## src/hw/rtl/prds_pkg.sv

```systemverilog
package prds_pkg;

    typedef enum logic [1:0] {
        OP_ADMIT   = 2'd0,
        OP_RELEASE = 2'd1,
        OP_SETPRI  = 2'd2,
        OP_GETPRI  = 2'd3
    } op_t;

    localparam logic [1:0] TAG_NONE  = 2'd0;
    localparam logic [1:0] TAG_READY = 2'd1;
    localparam logic [1:0] TAG_DONE  = 2'd2;

    localparam logic [1:0] RUN_STOPPED = 2'd0;
    localparam logic [1:0] RUN_READY   = 2'd1;
    localparam logic [1:0] RUN_RUNNING = 2'd2;

    localparam int LEVELS = 4;

    // Commands from the controller to the datapath.
    typedef struct packed {
        logic load;       // capture request fields
        logic park;       // put running task on done queue
        logic pop;        // pop lowest-numbered non-empty ready level
        logic swap;       // done set becomes ready set
        logic finish;     // commit release result
        logic single;     // admit, set or get in one step
    } prds_cmd_t;

    // Status from the datapath to the controller.
    typedef struct packed {
        logic ready_any;  // some ready queue is non-empty
        logic is_release;
    } prds_stat_t;

endpackage

```

## src/hw/rtl/priority_ready_done_scheduler_top.sv

```systemverilog
// Four-level priority task scheduler over a table of PROCESS_COUNT tasks.
// Requests enter on the s_ channel (s_operation, s_pid, s_priority_req)
// under s_valid/s_ready; each request yields exactly one result on the
// m_ channel (m_status, m_pid_out, m_priority_out, m_first_start) under
// m_valid/m_ready.
// Admit, set priority and get priority have their result registered in the
// cycle after acceptance: the fields are captured at acceptance, and the
// next cycle decodes them, updates the tables and loads the result.
// A release passes through dispatch, parking of the running task, queue pop
// and result; when every ready queue is empty the done set is first swapped
// in and the search repeated. The controller walks one request at a time, so
// a new request is not taken until the last result is in the output register.
// After the synchronous active-low reset every queue is empty, no task is
// running and all priorities are zero; no clearing pass is needed as the
// tables sit in flip-flops.
// When the receiver stalls the result is held in the output register and
// a new request is not taken until that result has been collected.
module priority_ready_done_scheduler_top #(
    parameter int PROCESS_COUNT = 8
) (
    input  logic       aclk,
    input  logic       aresetn,
    input  logic       s_valid,
    output logic       s_ready,
    input  logic [1:0] s_operation,
    input  logic [5:0] s_pid,
    input  logic [1:0] s_priority_req,
    output logic       m_valid,
    input  logic       m_ready,
    output logic       m_status,
    output logic [5:0] m_pid_out,
    output logic [1:0] m_priority_out,
    output logic       m_first_start
);
    import prds_pkg::*;

    prds_cmd_t  cmd;
    prds_stat_t stat;

    // The controller sequences each request; the datapath owns the tables.
    prds_ctrl u_ctrl (
        .aclk    (aclk),
        .aresetn (aresetn),
        .s_valid (s_valid),
        .s_ready (s_ready),
        .m_valid (m_valid),
        .m_ready (m_ready),
        .stat    (stat),
        .cmd     (cmd)
    );

    prds_dp #(
        .PROCESS_COUNT (PROCESS_COUNT)
    ) u_dp (
        .aclk           (aclk),
        .aresetn        (aresetn),
        .s_operation    (s_operation),
        .s_pid          (s_pid),
        .s_priority_req (s_priority_req),
        .cmd            (cmd),
        .stat           (stat),
        .m_status       (m_status),
        .m_pid_out      (m_pid_out),
        .m_priority_out (m_priority_out),
        .m_first_start  (m_first_start)
    );
endmodule

```

## src/hw/rtl/prds_ctrl.sv

```systemverilog
module prds_ctrl (
    input  logic                  aclk,
    input  logic                  aresetn,
    input  logic                  s_valid,
    output logic                  s_ready,
    output logic                  m_valid,
    input  logic                  m_ready,
    input  prds_pkg::prds_stat_t  stat,
    output prds_pkg::prds_cmd_t   cmd
);
    import prds_pkg::*;

    typedef enum logic [5:0] {
        ST_IDLE  = 6'b000001,
        ST_DISP  = 6'b000010,
        ST_PARK  = 6'b000100,
        ST_POP   = 6'b001000,
        ST_SWAP  = 6'b010000,
        ST_OUT   = 6'b100000
    } state_t;

    state_t state_reg, state_next;
    logic   out_valid_reg, out_valid_next;
    logic   swapped_reg, swapped_next;

    assign s_ready = (state_reg == ST_IDLE) && (!out_valid_reg || m_ready);
    assign m_valid = out_valid_reg;

    always_comb begin
        state_next     = state_reg;
        out_valid_next = out_valid_reg;
        swapped_next   = swapped_reg;
        cmd            = '0;
        if (out_valid_reg && m_ready) begin
            out_valid_next = 1'b0;
        end
        case (state_reg)
            ST_IDLE: begin
                if (s_valid && s_ready) begin
                    cmd.load   = 1'b1;
                    state_next = ST_DISP;
                end
            end
            ST_DISP: begin
                if (stat.is_release) begin
                    state_next = ST_PARK;
                end else begin
                    cmd.single     = 1'b1;
                    out_valid_next = 1'b1;
                    state_next     = ST_IDLE;
                end
            end
            ST_PARK: begin
                cmd.park     = 1'b1;
                swapped_next = 1'b0;
                state_next   = ST_POP;
            end
            ST_POP: begin
                if (stat.ready_any || swapped_reg) begin
                    cmd.pop    = 1'b1;
                    state_next = ST_OUT;
                end else begin
                    state_next = ST_SWAP;
                end
            end
            ST_SWAP: begin
                cmd.swap     = 1'b1;
                swapped_next = 1'b1;
                state_next   = ST_POP;
            end
            ST_OUT: begin
                cmd.finish     = 1'b1;
                out_valid_next = 1'b1;
                state_next     = ST_IDLE;
            end
            default: begin
                state_next = ST_IDLE;
            end
        endcase
    end

    always_ff @(posedge aclk) begin
        if (!aresetn) begin
            state_reg     <= ST_IDLE;
            out_valid_reg <= 1'b0;
            swapped_reg   <= 1'b0;
        end else begin
            state_reg     <= state_next;
            out_valid_reg <= out_valid_next;
            swapped_reg   <= swapped_next;
        end
    end
endmodule

```

## src/hw/rtl/prds_dp.sv

```systemverilog
module prds_dp #(
    parameter int PROCESS_COUNT = 8
) (
    input  logic                  aclk,
    input  logic                  aresetn,
    input  logic [1:0]            s_operation,
    input  logic [5:0]            s_pid,
    input  logic [1:0]            s_priority_req,
    input  prds_pkg::prds_cmd_t   cmd,
    output prds_pkg::prds_stat_t  stat,
    output logic                  m_status,
    output logic [5:0]            m_pid_out,
    output logic [1:0]            m_priority_out,
    output logic                  m_first_start
);
    import prds_pkg::*;

    localparam int TW = (PROCESS_COUNT > 1) ? $clog2(PROCESS_COUNT) : 1;
    localparam int NQ = 2 * LEVELS;

    // Links carry a valid flag in the top bit.
    typedef logic [TW:0] link_t;

    logic [1:0] pri_reg  [PROCESS_COUNT];
    logic [1:0] tag_reg  [PROCESS_COUNT];
    logic [1:0] run_reg  [PROCESS_COUNT];
    link_t      nxt_reg  [PROCESS_COUNT];
    link_t      prv_reg  [PROCESS_COUNT];
    link_t      head_reg [NQ];
    link_t      tail_reg [NQ];
    link_t      cur_reg;

    logic [1:0] op_reg;
    logic [5:0] pid_reg;
    logic [1:0] preq_reg;
    link_t      pick_reg;

    logic       st_reg;
    logic [5:0] po_reg;
    logic [1:0] pr_reg;
    logic       fs_reg;

    assign m_status       = st_reg;
    assign m_pid_out      = po_reg;
    assign m_priority_out = pr_reg;
    assign m_first_start  = fs_reg;

    function automatic logic s_pid_ok(input logic [5:0] p);
        return {26'd0, p} < 32'(PROCESS_COUNT);
    endfunction

    logic pid_ok;
    logic [TW-1:0] pt;
    assign pid_ok = s_pid_ok(pid_reg);
    assign pt     = pid_reg[TW-1:0];

    always_comb begin
        stat.is_release = (op_t'(op_reg) == OP_RELEASE);
        stat.ready_any  = 1'b0;
        for (int l = 0; l < LEVELS; l++) begin
            stat.ready_any = stat.ready_any | head_reg[l][TW];
        end
    end

    // Lowest-numbered non-empty ready level, the one served first.
    logic [1:0] plev;
    link_t      phead;
    always_comb begin
        plev = 2'd0;
        for (int l = LEVELS - 1; l >= 0; l--) begin
            if (head_reg[l][TW]) begin
                plev = 2'(l);
            end
        end
        phead = head_reg[{1'b0, plev}];
    end

    always_ff @(posedge aclk) begin
        if (cmd.load) begin
            op_reg   <= s_operation;
            pid_reg  <= s_pid;
            preq_reg <= s_priority_req;
        end
    end

    // Table updates; the temporaries model the sequential link edits.
    always_ff @(posedge aclk) begin
        logic [2:0]    q, qo;
        link_t         tl, n, p;
        logic [TW-1:0] t;
        if (!aresetn) begin
            for (int i = 0; i < PROCESS_COUNT; i++) begin
                pri_reg[i] <= 2'd0;
                tag_reg[i] <= TAG_NONE;
                run_reg[i] <= RUN_STOPPED;
                nxt_reg[i] <= '0;
                prv_reg[i] <= '0;
            end
            for (int i = 0; i < NQ; i++) begin
                head_reg[i] <= '0;
                tail_reg[i] <= '0;
            end
            cur_reg  <= '0;
            pick_reg <= '0;
        end else begin
            if (cmd.park) begin
                pick_reg <= '0;
                if (cur_reg[TW]) begin
                    t  = cur_reg[TW-1:0];
                    q  = {1'b1, pri_reg[t]};
                    tl = tail_reg[q];
                    nxt_reg[t] <= '0;
                    if (tl[TW]) begin
                        prv_reg[t] <= tl;
                        nxt_reg[tl[TW-1:0]] <= {1'b1, t};
                    end else begin
                        prv_reg[t] <= '0;
                        head_reg[q] <= {1'b1, t};
                    end
                    tail_reg[q] <= {1'b1, t};
                    tag_reg[t]  <= TAG_DONE;
                    run_reg[t]  <= RUN_READY;
                end
            end
            if (cmd.swap) begin
                for (int l = 0; l < LEVELS; l++) begin
                    head_reg[l] <= head_reg[l + LEVELS];
                    tail_reg[l] <= tail_reg[l + LEVELS];
                    head_reg[l + LEVELS] <= '0;
                    tail_reg[l + LEVELS] <= '0;
                end
                for (int i = 0; i < PROCESS_COUNT; i++) begin
                    if (tag_reg[i] == TAG_DONE) begin
                        tag_reg[i] <= TAG_READY;
                    end
                end
            end
            if (cmd.pop) begin
                pick_reg <= phead;
                if (phead[TW]) begin
                    t = phead[TW-1:0];
                    q = {1'b0, plev};
                    n = nxt_reg[t];
                    head_reg[q] <= n[TW] ? n : '0;
                    if (n[TW]) begin
                        prv_reg[n[TW-1:0]] <= '0;
                    end else begin
                        tail_reg[q] <= '0;
                    end
                    nxt_reg[t] <= '0;
                    prv_reg[t] <= '0;
                    tag_reg[t] <= TAG_NONE;
                end
            end
            if (cmd.finish) begin
                cur_reg <= pick_reg;
                if (pick_reg[TW]) begin
                    run_reg[pick_reg[TW-1:0]] <= RUN_RUNNING;
                end
            end
            if (cmd.single && pid_ok) begin
                case (op_t'(op_reg))
                    OP_ADMIT: begin
                        if (tag_reg[pt] == TAG_NONE && cur_reg != {1'b1, pt}) begin
                            q  = {1'b0, preq_reg};
                            tl = tail_reg[q];
                            pri_reg[pt] <= preq_reg;
                            run_reg[pt] <= RUN_STOPPED;
                            nxt_reg[pt] <= '0;
                            if (tl[TW]) begin
                                prv_reg[pt] <= tl;
                                nxt_reg[tl[TW-1:0]] <= {1'b1, pt};
                            end else begin
                                prv_reg[pt] <= '0;
                                head_reg[q] <= {1'b1, pt};
                            end
                            tail_reg[q] <= {1'b1, pt};
                            tag_reg[pt] <= TAG_READY;
                        end
                    end
                    OP_SETPRI: begin
                        if (pid_reg != 6'd0) begin
                            pri_reg[pt] <= preq_reg;
                            if (cur_reg != {1'b1, pt} && tag_reg[pt] != TAG_NONE) begin
                                qo = {tag_reg[pt] == TAG_DONE, pri_reg[pt]};
                                q  = {tag_reg[pt] == TAG_DONE, preq_reg};
                                n  = nxt_reg[pt];
                                p  = prv_reg[pt];
                                if (p[TW] && qo != q) begin
                                    nxt_reg[p[TW-1:0]] <= n;
                                end
                                // Removal from the old queue.
                                if (!p[TW]) head_reg[qo] <= n[TW] ? n : '0;
                                else if (qo != q || 1'b1) nxt_reg[p[TW-1:0]] <= n;
                                if (n[TW]) prv_reg[n[TW-1:0]] <= p;
                                else tail_reg[qo] <= p[TW] ? p : '0;
                                // Append to the new queue, after removal.
                                tl = (qo == q) ? (n[TW] ? tail_reg[q] : p)
                                               : tail_reg[q];
                                nxt_reg[pt] <= '0;
                                if (tl[TW]) begin
                                    prv_reg[pt] <= tl;
                                    nxt_reg[tl[TW-1:0]] <= {1'b1, pt};
                                    if (qo == q && !p[TW] && !n[TW]) begin
                                        head_reg[q] <= {1'b1, pt};
                                    end
                                end else begin
                                    prv_reg[pt] <= '0;
                                    head_reg[q] <= {1'b1, pt};
                                end
                                if (qo == q && !n[TW] && p[TW]) begin
                                    nxt_reg[p[TW-1:0]] <= {1'b1, pt};
                                end
                                tail_reg[q] <= {1'b1, pt};
                                if (qo == q && n[TW] && !p[TW]) begin
                                    head_reg[q] <= n;
                                end
                            end
                        end
                    end
                    default: begin
                    end
                endcase
            end
        end
    end

    // Result register.
    always_ff @(posedge aclk) begin
        if (cmd.single) begin
            st_reg <= 1'b1;
            po_reg <= pid_reg;
            pr_reg <= 2'd0;
            fs_reg <= 1'b0;
            if (pid_ok) begin
                case (op_t'(op_reg))
                    OP_ADMIT: begin
                        if (tag_reg[pt] == TAG_NONE && cur_reg != {1'b1, pt}) begin
                            st_reg <= 1'b0;
                            pr_reg <= preq_reg;
                        end
                    end
                    OP_SETPRI: begin
                        if (pid_reg != 6'd0) begin
                            st_reg <= 1'b0;
                            pr_reg <= preq_reg;
                        end
                    end
                    OP_GETPRI: begin
                        st_reg <= 1'b0;
                        pr_reg <= pri_reg[pt];
                    end
                    default: begin
                    end
                endcase
            end
        end else if (cmd.finish) begin
            fs_reg <= 1'b0;
            if (pick_reg[TW]) begin
                st_reg <= 1'b0;
                po_reg <= 6'(pick_reg[TW-1:0]);
                pr_reg <= pri_reg[pick_reg[TW-1:0]];
                fs_reg <= (run_reg[pick_reg[TW-1:0]] == RUN_STOPPED);
            end else begin
                st_reg <= 1'b1;
                po_reg <= pid_reg;
                pr_reg <= 2'd0;
            end
        end
    end
endmodule

```

## config.mk

```make
export PLATFORM = sky130hd
export DESIGN_NAME = priority_ready_done_scheduler_top
export DESIGN_NICKNAME = d
export VERILOG_FILES = /design/src/hw/rtl/prds_pkg.sv /design/src/hw/rtl/priority_ready_done_scheduler_top.sv /design/src/hw/rtl/prds_ctrl.sv /design/src/hw/rtl/prds_dp.sv
export SDC_FILE = /design/constraint.sdc
export NUM_CORES = 1
export LEC_CHECK = 0
export BUFFER_PORTS_ARGS = -buffer_cell sky130_fd_sc_hd__clkbuf_2
export CORE_MARGIN = 2
export CORE_UTILIZATION = 55
export CTS_CLUSTER_DIAMETER = 100
export DETAILED_ROUTE_END_ITERATION = 8
export PLACE_DENSITY_LB_ADDON = 0.15
export SKIP_CTS_REPAIR_TIMING = 1
export SLEW_MARGIN = 20
export SYNTH_ARGS = -nofsm -noshare
export SYNTH_HDL_FRONTEND = slang
export SYNTH_SLANG_ARGS = --single-unit
export TNS_END_PERCENT = 30
```

## constraint.sdc

```tcl
create_clock -name aclk -period 3.6 [get_ports aclk]
set_input_delay 0.54 -clock aclk [delete_from_list [all_inputs] [get_ports aclk]]
set_output_delay 0.54 -clock aclk [all_outputs]
set_load 0.02 [all_outputs]
```

==> flow_metrics.env, run 1 <==
export IMPL_ir_worst_vdd_v=0.000449
export IMPL_whs_ps=178
export IMPL_drtPass1Iterations=5
export IMPL_fin_tns_setup_ps=0
export IMPL_fin_crit_ps=3570
export IMPL_maxSlewViolCount=0
export IMPL_final_hold_viol_count=0
export IMPL_syn_num_nets=1346
export IMPL_first_global_vias=11800
export IMPL_rsz0062_at_grt="true"
export IMPL_grt_pass1_wl_um=66900
export IMPL_postRouteAntennaNets=0
export IMPL_syn_avg_cell_area_um2=10.2
export IMPL_n_fill_cell=1956
export IMPL_worstPathCellList="or4b_4 > and3_4 > and3_1 > a211o_1 > a21oi_4 > or2_4 > buf_4 > a221oi_4 > o211ai_1 > nor2_1 > a311o_1"
export IMPL_final_util=0.653
export IMPL_synth_cells=1332
export IMPL_worst_pin_slew_ps=717
export IMPL_clock_sinks=223
export IMPL_slowest_stage="o211ai_1"
export IMPL_ys_types=86
export IMPL_drive_gt1_frac=0.219
export IMPL_cpLargestDelayFamily="compound AO/OA/AOI/OAI gates"
export IMPL_yosysWarnings=0
export IMPL_clock_path_buffers=3
export IMPL_cts_inserted_buffers=24
export IMPL_fin_skew_ps=33.0
export IMPL_hold_class="in -> reg"
export IMPL_critPathBufInv=1
export IMPL_slowest_delay_ps=610
export IMPL_max_slew_margin_rel=0.520
export IMPL_core_area_mm2=0.0242
export IMPL_via_per_inst=6.72
export IMPL_die_w_um=161
export IMPL_p_leak_uw=0.00581
export IMPL_die_h_um=161
export IMPL_io_buffers=25
export IMPL_nets=1469
export IMPL_period_share=0.992
export IMPL_dpl_hpwl_um=31600
export IMPL_synth_edf_count=179
export IMPL_crit_fanout=6
export IMPL_startpoint_type="register"
export IMPL_die_area_mm2=0.0260
export IMPL_routed_wl_um=43300
export IMPL_grt_antenna_before_repair=0
export IMPL_critPathKind="reg -> reg"
export IMPL_grt_ovfl_total=0
export IMPL_synth_ff_type="edfxtp_1"
export IMPL_drc=0
export IMPL_antenna_cells=0
export IMPL_maxClockFrequency_mhz=280
export IMPL_cp_end_kind="register"
export IMPL_ys_ff_latch=223
export IMPL_cts_root_buffer="clkbuf_16"
export IMPL_clock_latency_ps=540
export IMPL_cellPowerDensity_mw_per_mm2=409
export IMPL_finalInstanceArea_mm2=0.0158
export IMPL_grt_max_degree=60
export IMPL_place_gp_congestion=1.01
export IMPL_cp_arrival_ps=4000
export IMPL_critPathRequiredTime_ps=4030
export IMPL_async_reset_ff_frac=0
export IMPL_rows=57
export IMPL_cts_tree="done"
export IMPL_placed_cell_area_mm2=0.0149
export IMPL_vias=12100
export IMPL_cts_max_level=1
export IMPL_setup_viol=0
export IMPL_start_util=0.560
export IMPL_wl_per_cell_um=24.1
export IMPL_pin_count=26
export IMPL_clk_pin_slew_ps=60
export IMPL_syn2layout_area_growth_pct=16.6
export IMPL_yosysSeqAreaShare=0.461
export IMPL_track_usage=0.331
export IMPL_drv_cap=0
export IMPL_status="complete, no violations"
export IMPL_drtIter0Drc=1623
export IMPL_synth_cell_area_mm2=0.0136
==> cell usage after synthesis (all sizes together), types with 4 or more instances <==
library cell / instances / area, um2
or3: 11 / 68.8
o32ai: 6 / 52.6
nor2: 107 / 404
nand3b: 21 / 158
o21ai: 65 / 329
a21o: 13 / 97.6
xnor2: 11 / 96.3
a22oi: 15 / 113
and3: 14 / 92.6
a221o: 4 / 40.0
mux4: 41 / 923
nand2: 178 / 671
nand2b: 27 / 169
edfxtp: 179 / 5380
nand4b: 8 / 70.1
o31ai: 44 / 330
inv: 26 / 97.6
a22o: 6 / 52.6
a31oi: 9 / 56.3
a221oi: 6 / 58.8
o221ai: 6 / 52.6
clkbuf: 42 / 159
a21oi: 40 / 211
nor2b: 12 / 75.1
dfxtp: 44 / 881
buf: 24 / 143
o211ai: 20 / 150
and2: 9 / 56.3
nand3: 71 / 360
nand4: 23 / 144
or2: 11 / 71.3
nor3: 43 / 230
nor4: 8 / 62.6
a211o: 5 / 43.8
o21a: 9 / 67.6
a31o: 4 / 35.0
o22ai: 42 / 263
mux2i: 60 / 629
mux2: 26 / 293
==> worst paths after layout <==
kind / start / endpoint / slack [ps] / depth (start not counted)
max: u_dp.head_reg[1][3] / u_dp.tail_reg[7][3] / 30 / 11
min: s_pid[4] / u_dp.pid_reg[4] / 180 / 1
max reg2reg: u_dp.head_reg[1][3] / u_dp.tail_reg[7][3] / 30 / 11
min reg2reg: u_ctrl.swapped_reg / u_ctrl.swapped_reg / 460 / 2
==> layer usage <==
| layer | GRT usage | routed length [um] |
|---|---|---|
| met5 | 0 | 0 |
| met4 | 0.118 | 1580 |
| met3 | 0.0542 | 4270 |
| met2 | 0.521 | 19500 |
| met1 | 0.469 | 17900 |
==> final cells by class <==
class	instances	area, um2	area share
clock buffers	34	711	0.0449
repair buffers	163	1240	0.0780
flip-flops and latches	223	6260	0.395
well taps	324	405	0.0256
multi-input cells	1017	7070	0.446
inverters	26	97.6	0.00616
clock inverters	9	67.6	0.00427
==> power by group <==
group | total, uW | internal [uW] | switching [uW]
combinational | 1090 | 422 | 668
sequential | 2940 | 2870 | 72.3
clock | 2450 | 1440 | 1010
==> kinds of logic (layout without fill, tap and decap cells) <==
kind of cell              count (synthesis)  count (layout)  share of synthesized area
AOI/OAI and AO/OA                       323             323                      0.165
and+or+nand+nor                         555             555                      0.202
muxes                                   127             127                      0.136
buffers and inverters                    92             232                     0.0294
DFF                                     223             223                      0.461
xor gates and xnor gates                 12              12                    0.00774
==> cell usage in the layout, fill, tap and decap left out, types with 7 or more instances in the layout <==
| cell | netlist | final |
|---|---|---|
| or3_1 | 11 | 11 |
| or2_2 | 8 | 7 |
| dfxtp_1 | 44 | 44 |
| nor2b_1 | 12 | 12 |
| nand4b_1 | 8 | 8 |
| inv_1 | 26 | 26 |
| and2_1 | 9 | 8 |
| o22ai_1 | 42 | 40 |
| edfxtp_1 | 179 | 179 |
| mux2i_1 | 57 | 54 |
| buf_4 | 3 | 132 |
| a21oi_1 | 39 | 37 |
| o31ai_1 | 44 | 43 |
| nand3_1 | 70 | 69 |
| nor3_1 | 40 | 38 |
| a31oi_1 | 9 | 9 |
| nand4_1 | 23 | 23 |
| nand2b_1 | 27 | 27 |
| xnor2_1 | 11 | 11 |
| nor2_1 | 106 | 105 |
| clkbuf_2 | 1 | 25 |
| mux4_2 | 41 | 41 |
| mux2_2 | 26 | 26 |
| a22oi_1 | 15 | 15 |
| and3_1 | 13 | 13 |
| nand3b_1 | 21 | 21 |
| nand2_1 | 177 | 175 |
| o21a_1 | 9 | 9 |
| o211ai_1 | 20 | 20 |
| clkbuf_16 | 0 | 26 |
| o21ai_0 | 59 | 57 |
| a21o_1 | 13 | 13 |
==> worst register-to-register path, delay by kind of cell (launching register included) <==
family          cells  cell delay, ps
flops               1             450
compound gates      5            1600
buf+inv             1             140
simple gates        5            1280
==> metrics by stage <==
step	power [uW]	setup WS [ps]	std cells
global placement	4010	-19.8	1751
floorplan	3620	129	1332
CTS	6460	-110	1794
global route	6650	-82.7	1796
finish	6480	27.6	1796
detailed placement	4040	-82.1	1751
Note: power is estimated with default switching activity, not from simulation.
==> run 2, diff against run 1 <==
==> constraint.sdc (replaced) <==
create_clock -name aclk -period 3.96 [get_ports aclk]
set_input_delay 0.594 -clock aclk [delete_from_list [all_inputs] [get_ports aclk]]
set_output_delay 0.594 -clock aclk [all_outputs]
set_load 0.02 [all_outputs]
==> run 2 against run 1 <==
Utilization decreased by 2.3 points. First-iteration DRC count increased by 4.9%. Worst setup slack improved by 120 ps. Register-to-register slack improved by 120 ps. Cell area decreased by 3.5%. Die area unchanged. Critical endpoint is now u_dp.prv_reg[2][3]. Count of clock-buffer cells in the layout decreased by 5. Clock skew decreased by 19 ps. Flip-flop and latch count unchanged.
==> flow_metrics.env, run 2 (synthesis gave the netlist of run 1 again) <==
export IMPL_ir_worst_vdd_v=0.000356
export IMPL_startpoint_type="register"
export IMPL_io_buffers=25
export IMPL_fin_crit_ps=3810
export IMPL_clk_pin_slew_ps=60
export IMPL_die_w_um=161
export IMPL_maxClockFrequency_mhz=262
export IMPL_drtPass1Iterations=8
export IMPL_cp_arrival_ps=4040
export IMPL_critPathRequiredTime_ps=4190
export IMPL_finalInstanceArea_mm2=0.0153
export IMPL_cpLargestDelayFamily="simple AND/OR/NAND/NOR gates"
export IMPL_max_slew_margin_rel=0.455
export IMPL_postRouteAntennaNets=0
export IMPL_via_per_inst=6.86
export IMPL_cts_root_buffer="clkbuf_16"
export IMPL_drive_gt1_frac=0.171
export IMPL_crit_top_cell="nand3_1"
export IMPL_drv_cap=0
export IMPL_fin_skew_ps=14.4
export IMPL_p_int_uw=4410
export IMPL_slowest_delay_ps=590
export IMPL_clock_sinks=223
export IMPL_drtIter0Drc=1702
export IMPL_layout_common_cells="179 x edfxtp_1, 177 x nand2_1, 105 x nor2_1, 70 x nand3_1, 70 x buf_4"
export IMPL_nets=1405
export IMPL_switching_power_uw=1620
export IMPL_grt_ovfl_total=0
export IMPL_vias=11900
export IMPL_critPathBufInv=2
export IMPL_final_hold_viol_count=0
export IMPL_final_util=0.630
export IMPL_pwr_share_seq=0.446
export IMPL_placed_cell_area_mm2=0.0144
export IMPL_grt_max_degree=55
export IMPL_p_leak_uw=0.00551
export IMPL_routed_wl_um=43200
export IMPL_slowest_stage="or4b_4"
export IMPL_status="complete, no violations"
export IMPL_critPathKind="reg -> reg"
export IMPL_core_area_mm2=0.0242
export IMPL_cp_end_kind="register"
export IMPL_rows=57
export IMPL_first_global_vias=11200
export IMPL_multi_input_area_mm2=0.00697
export IMPL_place_gp_congestion=1.07
export IMPL_seqCellArea_mm2=0.00626
export IMPL_n_fill_cell=1999
export IMPL_dpl_hpwl_um=31600
export IMPL_maxSlewViolCount=0
export IMPL_p_comb_frac=0.156
export IMPL_cts_inserted_buffers=24
export IMPL_track_usage=0.330
export IMPL_grt_antenna_before_repair=0
export IMPL_period_share=0.962
export IMPL_hold_class="in -> reg"
export IMPL_drc=0
export IMPL_cellPowerDensity_mw_per_mm2=394
export IMPL_pin_count=26
export IMPL_power_share_clock=0.398
export IMPL_rsz0062_at_grt="false"
export IMPL_setup_viol=0
export IMPL_fin_tns_setup_ps=0
export IMPL_cts_max_level=1
export IMPL_start_util=0.560
export IMPL_clock_latency_ps=550
export IMPL_wl_per_cell_um=25.0
export IMPL_worstPathCellList="or4b_4 > and3_4 > nand2_1 > buf_12 > mux2_2 > o22ai_1 > a211oi_1 > a311oi_4 > buf_4 > nand3_1 > nand3_1"
export IMPL_syn2layout_area_growth_pct=12.6
export IMPL_cts_tree="done"
export IMPL_crit_fanout=21
export IMPL_antenna_cells=0
export IMPL_sw_frac_of_total=0.268
export IMPL_grt_pass1_wl_um=65900
export IMPL_die_area_mm2=0.0260
export IMPL_final_common_cell="edfxtp_1"
export IMPL_die_h_um=161
export IMPL_clock_path_buffers=3
export IMPL_worst_pin_slew_ps=812
[run 2: area by class of cell]
type	instances	area share
inverter	26	0.00638
tap	324	0.0265
clock inverter	14	0.0136
multi-input combinational	1017	0.456
clock buffer	29	0.0405
sequential	223	0.409
timing repair buffer	99	0.0478
[run 2: worst register-to-register path, delay by kind of cell, from the launching register on]
family,cells,cell delay [ps]
simple gates,5,1320
compound gates,3,900
flops,1,510
buf+inv,2,390
mux,1,380
[run 2: per-layer routing]
layer,GRT usage,wire [um],up-vias
li1,-,-,5292
met3,0.0514,4590,134
met2,0.507,19300,744
met5,0,0,-
met1,0.480,17700,5715
met4,0.114,1590,0
[run 2: worst paths after layout]
check / start / to / depth (start not counted) / slack, ps
worst min register to register: u_ctrl.swapped_reg / u_ctrl.swapped_reg / 2 / 470
worst max-delay path: u_dp.head_reg[1][3] / u_dp.prv_reg[2][3] / 11 / 150
worst min-delay path: s_pid[3] / u_dp.pid_reg[3] / 1 / 230
worst max register to register: u_dp.head_reg[1][3] / u_dp.prv_reg[2][3] / 11 / 150
[run 2: power by group through the flow]
| stage | Combinational, uW | Clock [uW] | Sequential [uW] |
|---|---|---|---|
| 3_5_place_dp | 902 | 0 | 2730 |
| 4_1_cts | 906 | 2410 | 2690 |
| 5_1_grt | 983 | 2500 | 2690 |
| 3_3_place_gp | 893 | 0 | 2730 |
| 6_report | 937 | 2400 | 2690 |
| 2_1_floorplan | 602 | 0 | 2690 |
[run 2: metrics by stage]
| stage | worst slack, ps | instances | total power (uW) | hold WS [ps] |
|---|---|---|---|---|
| floorplan | 435 | 1332 | 3290 | 437 |
| detailed placement | 126 | 1687 | 3640 | 459 |
| CTS | 117 | 1730 | 6000 | 227 |
| global route | 3.02 | 1732 | 6170 | 234 |
| global placement | 161 | 1687 | 3620 | 447 |
| finish | 150 | 1732 | 6020 | 231 |
==> run 3, diff against run 2 <==
--- a/config.mk
+++ b/config.mk
@@ -5,12 +5,12 @@
 export SDC_FILE = /design/constraint.sdc
 export NUM_CORES = 1
 export LEC_CHECK = 0
-export BUFFER_PORTS_ARGS = -buffer_cell sky130_fd_sc_hd__clkbuf_2
+export BUFFER_PORTS_ARGS = -buffer_cell sky130_fd_sc_hd__buf_2
 export CORE_MARGIN = 2
 export CORE_UTILIZATION = 55
 export CTS_CLUSTER_DIAMETER = 100
 export DETAILED_ROUTE_END_ITERATION = 8
-export PLACE_DENSITY_LB_ADDON = 0.15
+export PLACE_DENSITY = 0.7
 export SKIP_CTS_REPAIR_TIMING = 1
 export SLEW_MARGIN = 20
 export SYNTH_ARGS = -nofsm -noshare
==> run 3 against run 2 <==
Sequential share of layout area grew 0.33 points. Count of clock-buffer cells in the layout shrank 2. Cell count is the same. Sequential power is essentially flat. Die area is the same. Global-route usage shrank 0.25 points. Power shrank 4.6%. Combinational power shrank 2.1%. Cell area shrank 0.79%. Clock skew shrank 2.9 ps. Hold slack gained 11 ps. Critical path type unchanged. Largest power group unchanged.
==> flow_metrics.env, run 3 (synthesis gave the netlist of run 1 again) <==
export IMPL_grt_ovfl_total=0
export IMPL_slowest_stage="dfxtp_1"
export IMPL_drtIter0Drc=1386
export IMPL_io_buffers=25
export IMPL_die_w_um=161
export IMPL_fin_tns_setup_ps=0
export IMPL_cts_inserted_buffers=24
export IMPL_worst_pin_slew_ps=961
export IMPL_drc=0
export IMPL_max_slew_margin_rel=0.353
export IMPL_met1_length_um=17200
export IMPL_postRouteAntennaNets=0
export IMPL_grt_max_degree=48
export IMPL_die_h_um=161
export IMPL_startpoint_type="register"
export IMPL_final_util=0.625
export IMPL_post_place_ws_ps=152
export IMPL_rows=57
export IMPL_critPathRequiredTime_ps=4210
export IMPL_placed_cell_area_mm2=0.0144
export IMPL_fin_ws_ps=137
export IMPL_place_gp_congestion=1.03
export IMPL_cts_max_level=1
export IMPL_finalInstanceArea_mm2=0.0152
export IMPL_cellPowerDensity_mw_per_mm2=379
export IMPL_via_per_inst=6.83
export IMPL_r2r_cells=11
export IMPL_reg2reg_to="u_dp.tag_reg[7][0]"
export IMPL_cts_root_buffer="clkbuf_16"
export IMPL_min_path_cells=1
export IMPL_status="complete, no violations"
export IMPL_hold_class="in -> reg"
export IMPL_final_common_cell="edfxtp_1"
export IMPL_drv_cap=0
export IMPL_syn2layout_area_growth_pct=11.7
export IMPL_drtPass1Iterations=5
export IMPL_nets=1403
export IMPL_ir_worst_vdd_v=0.000387
export IMPL_maxSlewViolCount=0
export IMPL_die_area_mm2=0.0260
export IMPL_track_usage=0.327
export IMPL_vias=11800
export IMPL_fin_skew_ps=11.5
export IMPL_period_share=0.965
export IMPL_cp_end_kind="register"
export IMPL_slowest_delay_ps=550
export IMPL_clock_latency_ps=530
export IMPL_r2r_slack_ps=140
export IMPL_pin_count=26
export IMPL_p_leak_uw=0.00545
export IMPL_highest_layer="met4"
export IMPL_crit_top_cell="o21ai_0"
export IMPL_routed_wl_um=42400
export IMPL_cts_tree="done"
export IMPL_grt_antenna_before_repair=0
export IMPL_crit_fanout=19
export IMPL_min_to="u_dp.pid_reg[4]"
export IMPL_dr_wl_met3_um=4350
export IMPL_critPathKind="reg -> reg"
export IMPL_clock_sinks=223
export IMPL_clock_path_buffers=3
export IMPL_final_hold_viol_count=0
export IMPL_drive_gt1_frac=0.167
export IMPL_setup_viol=0
export IMPL_start_util=0.560
export IMPL_grt_pass1_wl_um=65500
export IMPL_first_global_vias=11200
export IMPL_core_area_mm2=0.0242
export IMPL_cp_arrival_ps=4070
export IMPL_fin_crit_ps=3820
export IMPL_layout_common_cells="179 x edfxtp_1, 177 x nand2_1, 105 x nor2_1, 70 x nand3_1, 68 x buf_4"
export IMPL_dpl_hpwl_um=31400
export IMPL_hp_start="s_pid[4]"
export IMPL_maxClockFrequency_mhz=262
export IMPL_worstPathCellList="buf_12 > mux2i_1 > nand3_1 > and4_1 > nor3_2 > buf_4 > o21ai_0 > nor2_1 > a21oi_1 > o21ai_0 > a31o_2"
export IMPL_wl_per_cell_um=24.5
export IMPL_clk_pin_slew_ps=60
export IMPL_wl_met2_um=19000
## run 3: cell types whose count changed in the layout (fill, tap and decap cells not counted), sizes merged
cell	previous run	this run
diode	0	1
buf	74	97
clkinv	8	14
clkinvlp	1	2
bufinv	5	1
clkbuf	54	27
## run 3: how the worst max path moves through the flow
| stage | from | endpoint | slack [ps] |
|---|---|---|---|
| 3_3_place_gp | u_dp.head_reg[1][3] | u_dp.prv_reg[1][2] | 100 |
| 6_report | register | u_dp.tag_reg[7][0] | 140 |
| 2_1_floorplan | aresetn | u_dp.prv_reg[1][0] | 440 |
| 5_1_grt | u_dp.head_reg[1][3] | u_dp.prv_reg[1][3] | -10 |
| 3_5_place_dp | u_dp.head_reg[1][3] | u_dp.tail_reg[4][2] | 150 |
| 4_1_cts | u_dp.head_reg[1][3] | u_dp.tail_reg[4][2] | 130 |
## run 3: layout make-up
cell class | count | area, um2
Clock buffer | 27 | 633
Timing Repair Buffer | 97 | 716
Fill cell | 2025 | 9080
Tap cell | 324 | 405
Antenna cell | 1 | 2.50
Multi-Input combinational cell | 1017 | 6950
Clock inverter | 17 | 105
Sequential cell | 223 | 6260
Inverter | 26 | 97.6
## run 3: worst max-delay path: cells and delay by family (launching register included)
| kind | cells | cell delay [ps] |
|---|---|---|
| AND/OR/NAND/NOR | 4 | 1130 |
| AO/OA/AOI/OAI | 4 | 1030 |
| flip-flops | 1 | 550 |
| buffers and inverters | 2 | 550 |
| multiplexers | 1 | 270 |
## run 3: report_power, final
group | switching [uW] | leakage, uW | internal, uW
clock network | 936 | 0.000361 | 1210
logic | 573 | 0.00291 | 344
registers | 74.6 | 0.00218 | 2610
## run 3: layer usage
| metal | up-vias | global-route usage |
|---|---|---|
| met2 | 727 | 0.507 |
| met5 | - | 0 |
| met3 | 133 | 0.0603 |
| met4 | 0 | 0.130 |
| met1 | 5657 | 0.459 |
| li1 | 5305 | - |
## run 3: stage by stage
| stage | total power (uW) | instances | hold WS [ps] |
|---|---|---|---|
| 4_1_cts | 5730 | 1730 | 232 |
| 3_5_place_dp | 3620 | 1686 | 451 |
| 5_1_grt | 5910 | 1731 | 234 |
| 3_3_place_gp | 3610 | 1686 | 450 |
| 2_1_floorplan | 3290 | 1332 | 437 |
| 6_report | 5750 | 1732 | 242 |
